<file path="src/cvkf_div.sv">
`timescale 1ns / 1ps
// ----------------------------------------------------------------------------
// cvkf_div: bit-serial signed divider with rounding to nearest
// Divides a signed 64-bit numerator by an unsigned 32-bit divisor, ties away
// from zero, one quotient bit per cycle.
// ----------------------------------------------------------------------------
module cvkf_div (
    input  logic               clk,
    input  logic               rst_n,
    input  logic               start,
    input  logic signed [63:0] num,
    input  logic [31:0]        den,
    output logic               done,
    output logic signed [63:0] quot
);

    logic [63:0] num_reg, num_next;
    logic [32:0] rem_reg, rem_next;
    logic [31:0] den_reg;
    logic [6:0]  cnt_reg;
    logic        busy_reg;
    logic        neg_reg;
    logic        done_reg;
    logic signed [63:0] quot_reg;
    logic [63:0] mag;
    logic [32:0] rem_sh;

    always_comb
    begin
        mag = num[63] ? 64'(-num) : 64'(num);
        rem_sh = {rem_reg[31:0], num_reg[63]};
        if (rem_sh >= {1'b0, den_reg})
        begin
            rem_next = rem_sh - {1'b0, den_reg};
            num_next = {num_reg[62:0], 1'b1};
        end
        else
        begin
            rem_next = rem_sh;
            num_next = {num_reg[62:0], 1'b0};
        end
    end

    always_ff @(posedge clk or negedge rst_n)
    begin
        if (!rst_n)
        begin
            busy_reg <= 1'b0;
            done_reg <= 1'b0;
            cnt_reg  <= '0;
        end
        else
        begin
            done_reg <= 1'b0;
            if (start)
            begin
                busy_reg <= 1'b1;
                cnt_reg  <= '0;
            end
            else if (busy_reg)
            begin
                if (cnt_reg == 7'd64)
                begin
                    busy_reg <= 1'b0;
                    done_reg <= 1'b1;
                end
                else
                begin
                    cnt_reg <= cnt_reg + 7'd1;
                end
            end
        end
    end

    always_ff @(posedge clk)
    begin
        if (start)
        begin
            num_reg <= mag + {33'd0, den[31:1]};
            rem_reg <= '0;
            den_reg <= den;
            neg_reg <= num[63];
        end
        else if (busy_reg)
        begin
            if (cnt_reg == 7'd64)
                quot_reg <= neg_reg ? -$signed(num_reg) : $signed(num_reg);
            else
            begin
                num_reg <= num_next;
                rem_reg <= rem_next;
            end
        end
    end

    assign done = done_reg;
    assign quot = quot_reg;

endmodule

</file>
<file path="config.mk">
export PLATFORM = sky130hd
export DESIGN_NAME = cvkf_div
export DESIGN_NICKNAME = d
export VERILOG_FILES = /design/src/cvkf_div.sv
export SDC_FILE = /design/constraint.sdc
export NUM_CORES = 1
export LEC_CHECK = 0
export BUFFER_PORTS_ARGS = -buffer_cell sky130_fd_sc_hd__buf_2
export CAP_MARGIN = 30
export CORE_MARGIN = 10
export CORE_UTILIZATION = 60
export DETAILED_ROUTE_END_ITERATION = 6
export GPL_TIMING_DRIVEN = 0
export PLACE_DENSITY = 0.82
export SYNTH_ARGS = -nofsm -noshare
export SYNTH_HDL_FRONTEND = slang
export SYNTH_SLANG_ARGS = --single-unit
</file>
<file path="constraint.sdc">
create_clock -name clk -period 8 [get_ports clk]
set_input_delay 0.4 -clock clk [delete_from_list [all_inputs] [get_ports clk]]
set_output_delay 0.4 -clock clk [all_outputs]
set_load 0.03 [all_outputs]
</file>
Word-level counts from Yosys, hierarchy flattened:

Index checks and enable logic that the tools add are counted.
W data, S select, Z words.

* register bits after elaboration: 202
* output and inout bits: 65
* word-level logic and storage cells: 38

* add/subtract/negate cells: 5
* magnitude comparators: 1
* eq/ne operators: 2
* mux-type cells: 16
* bitwise operators: 2
* reductions and logical operators: 4

Operators with widths (count)
* $mux W64: 5
* $neg A64 Y64: 2
* $add A64 B31 Y64: 1
* $ge A33 B32 Y1: 1
* $mux W32: 1
* $sub A32 B32 Y32: 1
* $mux W7: 3
* $add A7 B1 Y7 const B: 1
* $eq A7 B7 Y1 const B: 1
* $mux W1: 7
* $reduce_and A2 Y1: 2
* $reduce_and A3 Y1: 1
* $ne A2 B2 Y1 const B: 1
* $not A1 Y1: 2
* $reduce_bool A2 Y1: 1

Logic depth before layout (Yosys ltp):

Gate-level depths: netlist of run 1.

* word-level depth: 5
* depth in mapped cells: 20

Least setup slack after synthesis of run 1:

Ideal clock, no wire load.

* kind: reg-to-reg
* start point: register cnt_reg[2]
* end point: register quot_reg[0], in the netlist quot[0], enable pin
* library setup time: 578 ps
* arrival: 5607 ps
* setup slack: 1815 ps
* stages on the path, launching flop included: 4
* path buffers: 0
* clock period less this slack: 6185 ps
* path through: dfrtp_1 -> nor4_1 -> nand3_1 -> nor3b_1

* longest elaborated chain between the ends: 2

RTL lines
* start, declared: line 20 `logic [6:0] cnt_reg;`
* start signal, assigned: line 69 `cnt_reg <= cnt_reg + 7'd1;`
* $eq A7 B7 Y1: line 86 `if (cnt_reg == 7'd64)`
* $reduce_and A3 Y1 (no source line)
* end signal, assigned: line 87 `quot_reg <= neg_reg ? -$signed(num_reg) : $signed(num_reg);`
* end, declared: line 24 `logic signed [63:0] quot_reg;`

No other way between the ends.
A chain may end at the register's enable or synchronous reset.

Worst setup path in the final report of run 1:

* start point: input port num[63]
* end point: register num_reg[59], data pin

* longest elaborated chain between the ends: 3

RTL lines
* start, declared: line 11 `input logic signed [63:0] num,`
* $mux W64: line 30 `mag = num[63] ? 64'(-num) : 64'(num);`
* $add A64 B31 Y64: line 79 `num_reg <= mag + {33'd0, den[31:1]};`
* $mux W64: line 77 `if (start)`
* end signal, assigned: line 79
* end signal, assigned: line 90 `num_reg <= num_next;`
* end, declared: line 17 `logic [63:0] num_reg, num_next;`

No other way between the ends.

==> results of run 1 <==
-- metal layers --
| layer | share of wire [%] | vias up | track usage [%] |
|---|---|---|---|
| li1 | - | 5812 | - |
| met1 | 43 | 6020 | 36.6 |
| met2 | 45 | 598 | 42.9 |
| met3 | 9.9 | 79 | 6.28 |
| met4 | 2.6 | 0 | 8.34 |
| met5 | 0 | - | 0 |
-- kinds of logic (layout without fill, tap and decap cells) --
family | Yosys count | after routing | synth area share (%)
AOI/OAI and AO/OA | 361 | 361 | 16.9
xor gates and xnor gates | 203 | 203 | 12.5
adders and majority gates | 70 | 70 | 6.26
buffers and inverters | 110 | 321 | 2.94
DFF | 202 | 202 | 40.1
muxes | 70 | 70 | 5.38
other | 0 | 7 | 0
and+or+nand+nor | 424 | 424 | 16.0
-- what timing repair did --
item | CTS | global route
buffers inserted | 0 | 0
gates resized for setup | 0 | 0
hold endpoints to repair | 9 | 0
hold buffers | 1 | 0
-- cell usage in the layout, fill, tap and decap left out, drive strengths merged, types with 65 or more instances in the layout --
master,n
a21oi,76
o21ai,102
clkbuf,68
nand2,117
inv,65
ha,68
buf,178
xnor2,143
nor2,69
edfxtp,161
-- worst max-delay path by stage --
stage | from | slack, ps | to | depth (start not counted)
floorplan | cnt_reg[2] | 1810 | quot[0] | 3
global placement | start | -1060 | quot[57] | 4
detailed placement | num[63] | 1040 | num_reg[60] | 20
CTS | num[63] | 1530 | num_reg[60] | 20
global route | num[63] | 1000 | num_reg[59] | 19
finish | num[63] | 1270 | num_reg[59] | 18
-- critical path, cell delays in order --
cell	delay, ps
buf_2	160
clkbuf_1	400
buf_1	460
clkbuf_1	410
clkbuf_1	460
clkbuf_1	500
o21ai_0	360
ha_1	410
a211oi_1	90
o211ai_1	250
nand2_1	160
o311ai_0	830
and3_1	370
o311ai_2	240
nor4_1	830
nand2_1	170
xor2_1	180
mux2_2	280
-- report_power, final --
part | switching, uW | total, uW | internal, uW | leakage, uW
Combinational | 383 | 701 | 318 | 0.00389
Sequential | 123 | 1410 | 1290 | 0.00196
Clock | 429 | 1080 | 647 | 0.000375
-- through the flow --
stage | instances | setup WS, ps | total power (uW) | TNS, ps | instance area (sq um)
final | 1977 | 1270 | 3190 | 0 | 16300
after global routing | 1974 | 995 | 3310 | 0 | 16300
after CTS | 1970 | 1530 | 3180 | 0 | 16300
after detailed placement | 1929 | 1040 | 2110 | 0 | 15500
after global placement | 1922 | -1060 | 2080 | -66980 | 15400
after floorplan | 1440 | 1810 | 1890 | 0 | 14200
-- layout make-up --
type                            instances  area [sq um]  share of cell area, %
Tap cell                              319           399                   2.44
Sequential cell                       202          5700                   34.9
Clock buffer                           30           664                   4.07
Timing Repair Buffer                  171           907                   5.56
Antenna cell                            7          17.5                  0.107
Multi-Input combinational cell       1128          8120                   49.7
Buffer                                 46           178                   1.09
Clock inverter                         10           100                  0.613
Inverter                               64           240                   1.47
==> results.py, run 1 <==
metrics = {
    "outcome": {
        "result_of_the_run": "finished, final reports clean",
    },
    "cts": {
        "tritoncts.num_buffers": 23,
        "cts.sinks": 202,
        "ctsLongestPathBuffers": 3,
        "cts_htree_levels": 1,
        "clk_root_buffer_cell": "clkbuf_16",
        "worstSkewPairLatency_ps": 520,
        "clk_pin_slew_ps": 60,
        "cts_tree": "yes",
    },
    "final_layout": {
        "final_core_util_pct": 69.8,
        "post_route_cells_drive_above_1_share_pct": 18.0,
        "total_nets_final": 1805,
        "syn_to_final_growth_pct": 14.7,
        "num-fill-cells": 1883,
    },
    "route": {
        "firstDrtPassIters": 5,
        "initialDrtViolationCount": 1329,
        "route.final.wire_length_um": 43200,
        "route.detailed.vias_per_inst": 6.33,
        "residual_drc": 0,
        "drt-wirelength-per-cell_um": 21.9,
        "via_count": 12500,
        "antenna_violating_nets_remaining": 0,
    },
    "die": {
        "pin_count": 164,
        "die_w_um": 174,
        "placementRows": 56,
        "dieArea_sq_mm": 0.0303,
        "core_area_sq_mm": 0.0234,
        "die_y_um": 174,
        "initial_core_util_pct": 60.8,
    },
    "critical_path": {
        "cp_max_fo": 10,
        "regToRegSetupSlack_ps": 3720,
        "worst_r2r_path_depth": 13,
        "endpoint_kind": "register",
        "critical_path.reg2reg.endpoint": "rem_reg[29]",
        "regToRegStartpoint": "den_reg[1]",
        "cp_data_required_time_ps": 8260,
        "timing.critical_path.arrival_ps": 6980,
        "critPathKind": "in2reg",
        "crit_path_start_kind": "input port",
    },
    "grt": {
        "wire_length_of_the_first_global_routing_pass_um": 66700,
        "via_count_of_the_first_global_routing_pass": 12200,
        "initial_antenna_violation_count": 5,
        "grt.total_usage_pct": 27.2,
        "grt_overflow_total": 0,
        "grt_start_max_net_pins": 35,
    },
    "placement": {
        "place.gp.congestion": 0.961,
        "port_buffers": 163,
        "post_dp_hpwl_um": 33600,
    },
    "sta": {
        "timing.clock.skew_ps": 15.3,
        "finalCriticalPeriod_ps": 6730,
        "final-max-slew-violation-count": 0,
        "achievable-frequency_mhz": 149,
        "setup_viol": 0,
        "rsz0062_at_grt": "false",
        "min_period_over_period_pct": 84.1,
        "timing.slew.headroom_pct": 32.7,
        "worstMarginPinSlew_ps": 1010,
        "timing_hold_violations_final": 0,
        "final.hold.worst_slack_ps": 70.2,
    },
    "logic_synthesis": {
        "synth_sequential_area_ratio_pct": 40.1,
        "ys_ff_latch": 202,
        "synth_flop_cell": "edfxtp_1",
        "number_of_cells_produced_by_synthesis": 1440,
        "synth_top_area_cell": "edfxtp_1",
        "most_instantiated_library_cell_after_synthesis": "edfxtp_1",
        "synth_fp_nets": 1609,
        "number_of_enable_flip_flop_cells_after_synthesis": 161,
        "synth-async-reset-ratio_pct": 4.46,
        "synth_cell_type_count": 79,
        "yosys-top-cells-area": "edfxtp_1, xnor2_1, ha_1",
        "synth.avg_cell_area_sq_um": 9.88,
        "synth_area_sq_mm": 0.0142,
        "netlist_top_cells_count": "edfxtp_1, xnor2_1, nand2_1, o21ai_0, a21oi_1",
        "synth-warning-count": 0,
        "synth_largest_type_area_fraction_pct": 34.0,
    },
    "job": {
        "cap_viol_max_count": 0,
    },
    "hold_path": {
        "whs_path_depth": 1,
        "worstHoldPathType": "in2reg",
        "holdPathEnd": "den_reg[0]",
        "hold_path_startpoint": "den[0]",
    },
    "power": {
        "leakage_uw": 0.00622,
        "worst_ir_drop_vdd_mv": 0.172,
        "power_density_mw_per_mm2": 195,
    },
}
(Power assumes the default switching activity.)
==> run 2: changes to the inputs <==
--- a/config.mk
+++ b/config.mk
@@ -5,10 +5,11 @@
 export SDC_FILE = /design/constraint.sdc
 export NUM_CORES = 1
 export LEC_CHECK = 0
+export ABC_AREA = 1
 export BUFFER_PORTS_ARGS = -buffer_cell sky130_fd_sc_hd__buf_2
 export CAP_MARGIN = 30
 export CORE_MARGIN = 10
-export CORE_UTILIZATION = 60
+export CORE_UTILIZATION = 61
 export DETAILED_ROUTE_END_ITERATION = 6
 export GPL_TIMING_DRIVEN = 0
 export PLACE_DENSITY = 0.82
==> constraint.sdc (replaced) <==
create_clock -name clk -period 6.6 [get_ports clk]
set_input_delay 0.33 -clock clk [delete_from_list [all_inputs] [get_ports clk]]
set_output_delay 0.33 -clock clk [all_outputs]
set_load 0.03 [all_outputs]
==> run 2 against run 1 <==
  * Non-clock buffer count decreased by 8
  * Flip-flop and latch count did not move
  * Hold slack got worse by 60 ps
  * First-iteration DRC count grew 40%
  * Clock skew is 10 ps higher
  * Via count up 29%
  * Largest power group is now combinational logic
==> results.py, run 2 <==
metrics = {
    "route": {
        "via_count": 16100,
        "route.detailed.vias_per_inst": 5.72,
        "initialDrtViolationCount": 1863,
        "residual_drc": 0,
        "firstDrtPassIters": 6,
        "antenna_violating_nets_remaining": 0,
        "drt-wirelength-per-cell_um": 18.2,
        "route.final.wire_length_um": 51200,
    },
    "critical_path": {
        "critical_path.startpoint": "num[63]",
        "cp_data_required_time_ps": 6900,
        "timing.critical_path.arrival_ps": 4710,
        "timing.critical_path.mode_cell": "nand2_1",
        "cp_max_fo": 10,
        "crit_path_start_kind": "input port",
        "regToRegStartpoint": "num_reg[63]",
        "timing.critical_path.slowest_stage_cell": "fa_1",
        "path_cells": "buf_2 > buf_2 > buf_2 > buf_4 > clkbuf_1 > o21ai_0 > fa_1 > nand3_1 > nand2_1 > a31oi_1 > inv_1 > a21oi_1 > o21ai_1 > a21oi_4 > nor2_1 > nand2_1 > nand2_1 > nand3_1 > nand2_1",
        "endpoint_kind": "register",
        "cpPeakStageDelay_ps": 570,
        "critPathKind": "in2reg",
    },
    "final_layout": {
        "total_nets_final": 2630,
        "syn_to_final_growth_pct": 12.5,
        "mostFrequentLayoutCells": "nand2_1, nor2_1, inv_1",
        "register_area_sq_mm": 0.00570,
        "num-fill-cells": 2241,
        "post_route_cells_drive_above_1_share_pct": 13.8,
        "antenna_cells": 0,
        "mostFrequentLayoutCell": "nand2_1",
        "multi_input_area_sq_mm": 0.00950,
    },
    "logic_synthesis": {
        "synth_largest_type_area_fraction_pct": 29.5,
        "synth-async-reset-ratio_pct": 4.46,
        "synth_sequential_area_ratio_pct": 34.8,
        "synth_fp_nets": 2438,
        "yosys-top-cells-area": "edfxtp_1, nand2_1, nor2_1",
        "most_instantiated_library_cell_after_synthesis": "nand2_1",
        "number_of_cells_produced_by_synthesis": 2269,
        "synth.avg_cell_area_sq_um": 7.22,
        "number_of_enable_flip_flop_cells_after_synthesis": 161,
        "ys_ff_latch": 202,
        "netlist_top_cells_count": "nand2_1, nor2_1, inv_1, edfxtp_1, o21ai_0",
        "synth-warning-count": 0,
        "synth_area_sq_mm": 0.0164,
        "synth_cell_type_count": 53,
        "synth_top_area_cell": "edfxtp_1",
        "synth_flop_cell": "edfxtp_1",
    },
    "sta": {
        "rsz0062_at_grt": "false",
        "worstMarginPinSlew_ps": 946,
        "finalCriticalPeriod_ps": 4410,
        "min_period_over_period_pct": 66.8,
        "timing.clock.skew_ps": 25.7,
        "final-max-slew-violation-count": 0,
        "fin_tns_setup_ps": 0,
        "timing.slew.headroom_pct": 36.9,
        "timing_hold_violations_final": 0,
        "setup_viol": 0,
        "achievable-frequency_mhz": 227,
    },
    "placement": {
        "port_buffers": 163,
        "post_dp_hpwl_um": 41500,
        "place.gp.congestion": 0.997,
    },
    "power": {
        "leakage_uw": 0.00822,
        "power_density_mw_per_mm2": 282,
        "total_power_uw": 5200,
        "worst_ir_drop_vdd_mv": 0.347,
    },
    "grt": {
        "wire_length_of_the_first_global_routing_pass_um": 80300,
        "grt_overflow_total": 0,
        "groute.layer.met3.usage_pct": 4.19,
        "groute.layer.met2.usage_pct": 45.9,
        "grt_use_met1_pct": 43.1,
        "grt_start_max_net_pins": 48,
        "grt.total_usage_pct": 29.6,
        "gr-max-usage-layer": "met2",
        "initial_antenna_violation_count": 0,
        "via_count_of_the_first_global_routing_pass": 15100,
    },
    "cts": {
        "tritoncts.num_buffers": 23,
        "cts_htree_levels": 1,
        "cts.sinks": 202,
        "postCtsResizedCells": 0,
        "postCtsSetupBuffers": 0,
        "cts_tree": "yes",
        "clk_pin_slew_ps": 60,
        "worstSkewPairLatency_ps": 540,
        "clk_root_buffer_cell": "clkbuf_16",
        "hold_buffers": 2,
        "ctsLongestPathBuffers": 3,
    },
    "hold_path": {
        "worstHoldPathType": "in2reg",
        "hold_path_startpoint": "den[1]",
    },
    "die": {
        "placementRows": 59,
        "pin_count": 164,
        "die_y_um": 184,
        "initial_core_util_pct": 62.4,
        "dieArea_sq_mm": 0.0338,
        "die_w_um": 184,
        "core_area_sq_mm": 0.0263,
    },
    "outcome": {
        "result_of_the_run": "finished, final reports clean",
    },
    "job": {
        "cap_viol_max_count": 0,
    },
}
## run 2: worst paths after layout
path | end | slack, ps | cells after the start
max in group asynchronous | done | 6240 | 2
worst min-delay path | den_reg[1] | 10 | 1
worst min register to register | rem_reg[28] | 470 | 2
worst max register to register | rem_reg[30] | 3360 | 14
worst max-delay path | num_reg[58] | 2190 | 19
min in group asynchronous | cnt_reg[6] | 180 | 2
## run 2: cell type report
| cell class | instances | area share (%) |
|---|---|---|
| Multi-Input combinational cell | 1753 | 51.5 |
| Sequential cell | 202 | 30.9 |
| Inverter | 272 | 5.54 |
| Timing Repair Buffer | 167 | 4.75 |
| Clock buffer | 25 | 3.16 |
| Tap cell | 335 | 2.27 |
| Buffer | 42 | 0.964 |
| Clock inverter | 17 | 0.875 |
## run 2: metal layers
layer | vias up | part of all wire (%)
met5 | - | 0
met4 | 0 | 1.5
met3 | 63 | 9.7
met2 | 824 | 43
met1 | 7372 | 46
li1 | 7841 | -
## run 2: critical path: cells and delay by family
kind,cells,cell delay (ps)
buf+inv,6,1510
simple gates,7,530
compound gates,5,1740
fa+ha+maj,1,570
## run 2: per-stage QoR
| step | setup slack (ps) | utilization [%] | instances | hold WS (ps) | area, sq um |
|---|---|---|---|---|---|
| after floorplan | 2650 | - | 2269 | 34.4 | 16400 |
| after global placement | 1070 | 67.1 | 2767 | 195 | 17600 |
| after detailed placement | 1800 | 67.2 | 2769 | 191 | 17700 |
| after CTS | 2340 | 70.2 | 2813 | 16.6 | 18400 |
| after global routing | 1970 | 70.2 | 2813 | 3.75 | 18400 |
| final | 2190 | 70.2 | 2813 | 10.5 | 18400 |
## run 2: cell families after synthesis
kind of cell    count (synthesis)  share of synthesized area [%]
compound gates                330                           11.6
xor+xnor                      149                           7.96
fa+ha+maj                      70                           5.44
buf+inv                       314                           7.31
flops                         202                           34.8
simple gates                 1204                           32.9
## run 2: where the power goes
group / total (uW) / internal, uW / switching (uW)
registers: 1820 / 1620 / 199
clock network: 1260 / 726 / 538
logic: 2120 / 726 / 1400
